File: config.mk
export PLATFORM = sky130hd
export DESIGN_NAME = ifb_scale
export DESIGN_NICKNAME = d
export VERILOG_FILES = /design/src/rtl/ifb_pkg.sv /design/src/rtl/ifb_scale.sv
export SDC_FILE = /design/constraint.sdc
export NUM_CORES = 1
export LEC_CHECK = 0
export BUFFER_PORTS_ARGS = -buffer_cell sky130_fd_sc_hd__buf_2
export CORE_MARGIN = 2
export CORE_UTILIZATION = 60
export DETAILED_ROUTE_END_ITERATION = 7
export PLACE_DENSITY = 0.85
export SLEW_MARGIN = 0
export SYNTH_ARGS = -nofsm -noshare
export SYNTH_HDL_FRONTEND = slang
export SYNTH_SLANG_ARGS = --single-unit
export TNS_END_PERCENT = 5
File: constraint.sdc
create_clock -name clk -period 10.7 [get_ports clk]
set_input_delay 0.535 -clock clk [delete_from_list [all_inputs] [get_ports clk]]
set_output_delay 0.535 -clock clk [all_outputs]
set_load 0.01 [all_outputs]
File: src/rtl/ifb_pkg.sv
// Shared types, codes and defaults for the indexed frame buffer blitter.
package ifb_pkg;

  // Default geometry and palette depth
  localparam int SCREEN_WIDTH_DEF  = 320;
  localparam int SCREEN_HEIGHT_DEF = 200;
  localparam int PALETTE_SIZE_DEF  = 256;

  // Brightness full scale and its reset value
  localparam int         BRIGHT_MAX   = 63;
  localparam logic [5:0] BRIGHT_RESET = 6'd63;

  // Item function codes, carried on in_tuser
  typedef enum logic [2:0] {
    FUNC_PAL_LOAD     = 3'd0,
    FUNC_SPRITE_BEGIN = 3'd1,
    FUNC_SPRITE_PIXEL = 3'd2,
    FUNC_FILL         = 3'd3,
    FUNC_READ         = 3'd4
  } func_t;

  // Configuration register indexes
  typedef enum logic [2:0] {
    REG_SPRITE_WIDTH  = 3'd0,
    REG_SPRITE_HEIGHT = 3'd1,
    REG_DEST_X        = 3'd2,
    REG_DEST_Y        = 3'd3,
    REG_TRANS_ENABLE  = 3'd4,
    REG_TRANS_KEY     = 3'd5,
    REG_BRIGHTNESS    = 3'd6
  } cfg_reg_t;

  // Controller states
  typedef enum logic [3:0] {
    ST_CLEAR,
    ST_IDLE,
    ST_FILL,
    ST_PIX_ADDR,
    ST_PIX_WR,
    ST_RD_FRAME,
    ST_RD_PAL,
    ST_SCALE,
    ST_SCALE_WAIT,
    ST_RESULT
  } state_t;

  // One palette color, red in the top byte
  typedef struct packed {
    logic [7:0] red;
    logic [7:0] green;
    logic [7:0] blue;
  } rgb_t;

  // Palette write request
  typedef struct packed {
    logic       we;
    logic [7:0] idx;
    rgb_t       rgb;
  } pal_wr_t;

endpackage

File: src/rtl/ifb_scale.sv
// Brightness scaler: color * brightness / 63, two register stages.
module ifb_scale import ifb_pkg::*; (
  input  logic       clk,
  input  logic       rst_n,
  input  logic       start,
  input  rgb_t       rgb_in,
  input  logic [5:0] bright,
  output logic       done,
  output rgb_t       rgb_out
);

  logic        v1_r;
  logic        done_r;
  logic [13:0] prod_r [3];
  rgb_t        rgb_out_r;

  // x / 63 for x < 2^14: estimate with x*1040 >> 16 (never high, at most
  // one low), then one compare and correct.
  function automatic logic [7:0] div63(input logic [13:0] x);
    logic [24:0] t;
    logic [8:0]  q;
    logic [14:0] r;
    t = ({11'b0, x} << 10) + ({11'b0, x} << 4);
    q = t[24:16];
    r = {1'b0, x} - 15'(({6'b0, q} << 6) - {6'b0, q});
    if (r >= 15'(BRIGHT_MAX)) begin
      q = q + 9'd1;
    end
    return q[7:0];
  endfunction

  // Stage control
  always_ff @(posedge clk) begin
    if (!rst_n) begin
      v1_r   <= 1'b0;
      done_r <= 1'b0;
    end else begin
      v1_r   <= start;
      done_r <= v1_r;
    end
  end

  // Stage 1: products; stage 2: quotients
  always_ff @(posedge clk) begin
    if (start) begin
      prod_r[0] <= 14'(rgb_in.red)   * 14'(bright);
      prod_r[1] <= 14'(rgb_in.green) * 14'(bright);
      prod_r[2] <= 14'(rgb_in.blue)  * 14'(bright);
    end
    if (v1_r) begin
      rgb_out_r.red   <= div63(prod_r[0]);
      rgb_out_r.green <= div63(prod_r[1]);
      rgb_out_r.blue  <= div63(prod_r[2]);
    end
  end

  assign done    = done_r;
  assign rgb_out = rgb_out_r;

endmodule

==> results.txt <==
synth top area cells = ha_1 (20%), edfxtp_1 (20%), fa_1 (16%), xnor2_1 (6.5%), inv_1 (6.5%)
IO Pins = 58
post-route ant nets = 0
vias per cell = 5.74
WHS Path Cells = 2
Final min period = 6260 ps
clock buffer depth = 2
Seq cells post-synth = 68
die area = 17900 µm²
H-Tree Depth = 3
status = finished clean
area post-placement = 10600 µm²
Hold Fails Final Rpt = 0
Critical Path AT = 6360 ps
Hold Startpoint = rst_n
crit path buf inv count = 2
largest net degree at the start of global routing = 44
post-synth cell types = 71
layout cells sized above 1 = 7.31%
grt total ovfl = 0
ys async rst share = 0%
number of hold buffers added after CTS = 0
wire per inst = 15.0 µm
DR pass1 iterations = 4
area grow syn2layout = 7.43%
fmax = 160 MHz
Synth top area share = 20.0%
gpl congestion = 0.886
Slew Limit Fails = 0
Die X = 134 µm
FP Rows = 47
via count = 7873
EDFF count, synth = 66
Hold Path Sink = done
period utilization = 58.5%
Final Util = 65.8%
post-synthesis cell area = 10100 µm²
critical path launch point type = register
Post-Place Worst Slack = 4440 ps
dominant cell type by area after synthesis = ha_1
nature of the critical path endpoint = register
syn_area_per_cell = 9.27 µm²
Crit path max-delay family = simple AND/OR/NAND/NOR gates
vias in the first global route = 7826
clk sinks = 68
TritonCTS clock tree = yes
TritonCTS Buffers = 9
Clock Latency Late Sink = 350 ps
# setup viols final = 0
RSZ-0062 raised after global routing = no
cell count after synthesis = 1092
Critical-path top delay cell = or4_1
worst slew pin tran = 1060 ps
Initial DRC Count = 291
FF-to-FF End = rgb_out[4]
DIE HEIGHT = 134 µm
final wirelength = 20.5 mm
Critical Setup Path Class = reg2reg
r2r startpoint = prod_r[0][38]
required time worst endpoint = 10790 ps
Reg2Reg Setup Slack = 4440 ps
worst-path cell chain = ha_1 > a21o_1 > a221oi_1 > a21boi_0 > or2_2 > and3_1 > and3_1 > ha_1 > inv_1 > fa_1 > inv_1 > ha_1 > or4_4 > a2111oi_4 > o311ai_1 > or4_1 > or4_1 > nand4_1 > xnor2_1
Worst slew margin = 29.0%
Worst path most repeated cell = ha_1
met3 usage = 4.84%
clock-pin slew on the worst setup and hold paths = 60 ps
Setup Fix Bufs, Post-CTS = 0
setup TNS = 0 ps
CP max FO = 9
CTS root buf = clkbuf_16
Worst Hold Class = in2reg
M1 GR Usage = 30.6%
Final Cell Area = 10900 µm²
initial antenna violation count = 4
largest stage delay on the critical path = 590 ps
final worst slack = 4440 ps
GR peak layer = met2
buffers added on ports = 57
DRC Markers = 0
yosys warns = 0
CORE AREA = 16500 µm²
Max-Cap Viols = 0
first-pass GRT wire length = 34.9 mm
HPWL Detailed = 16.7 mm
Final #Nets = 1420
most frequent cell after synthesis = inv_1
CTS resizes = 0
Total GRT Usage = 24.2%
ys flop type = edfxtp_1
Post-synth top cells = inv_1 (174), ha_1 (162), nand2_1 (116)
worst reg-to-reg path cell count = 19
syn nets = 1368
clk_skew = 9.87 ps
Initial Util = 61.3%
post-synthesis sequential area ratio = 20.0%
met2 GRT Util = 41.2%
[cells by family after synthesis]
logic type                 share of synthesized area (%)
adders and majority gates                           36.0
AOI/OAI and AO/OA                                   11.5
and+or+nand+nor                                     16.7
DFF                                                 20.0
muxes                                              0.630
buffers and inverters                               7.19
xor gates and xnor gates                            7.96
[through the flow]
step / instances / hold WS (ps)
after global placement: 1353 / 785
after floorplan: 1092 / 647
after detailed placement: 1353 / 791
after CTS: 1369 / 430
after global routing: 1370 / 432
final: 1371 / 432
[how the worst max path moves through the flow]
stage	startpoint	endpoint	slack, ps	cells after the start
after floorplan	prod_r[0][38]	rgb_out[5]	4970	20
after global placement	prod_r[0][38]	rgb_out[5]	4650	19
after detailed placement	prod_r[0][38]	rgb_out[4]	4440	19
after CTS	prod_r[0][38]	rgb_out[4]	4430	19
after global routing	prod_r[0][38]	rgb_out[4]	4230	19
final	prod_r[0][38]	rgb_out[4]	4440	19
[flip-flops by register name, summed over array words and instances, names as in the netlist]
| register | flops |
|---|---|
| prod_r | 42 |
| v1_r | 1 |
| done | 1 |
| rgb_out | 24 |
[cell usage in the layout, fill, tap and decap left out, types with 3 or more instances in the layout]
cell type / n
a211oi_1: 5
a21boi_0: 4
a21o_1: 16
a21oi_1: 63
a31o_2: 3
a31oi_1: 4
and2_1: 72
and3_1: 11
and4_1: 3
buf_2: 57
clkbuf_16: 9
edfxtp_1: 66
fa_1: 81
ha_1: 162
inv_1: 174
mux2i_1: 3
nand2_1: 116
nand2b_1: 9
nand3_1: 8
nand3b_1: 3
nand4_1: 16
nand4b_1: 3
nor2_1: 22
nor2b_1: 10
nor3_1: 15
nor3b_1: 7
nor4_1: 7
o211ai_1: 3
o21ai_0: 20
o21bai_1: 24
o31ai_1: 4
or3_1: 3
or4_1: 4
xnor2_1: 75
xor2_1: 17
[metal layers]
metal  vias to the layer above  share of wire [%]
met1                      3820                 44
li1                       3827                  -
met3                        39                5.5
met4                         4                2.1
met5                         -               0.12
met2                       183                 48
[cell type report]
cell class / count / area, µm²
fill: 1283 / 5650
tap: 220 / 275
antenna: 2 / 5.00
clock inverter: 5 / 28.8
inverter: 174 / 653
clock buffer: 11 / 233
sequential: 68 / 2020
multi-input combinational: 834 / 7370
timing repair buffer: 57 / 285
Power is left out: the tool's default activity adds up to more than one toggle a clock period on the data nets, which glitch-free logic cannot reach.
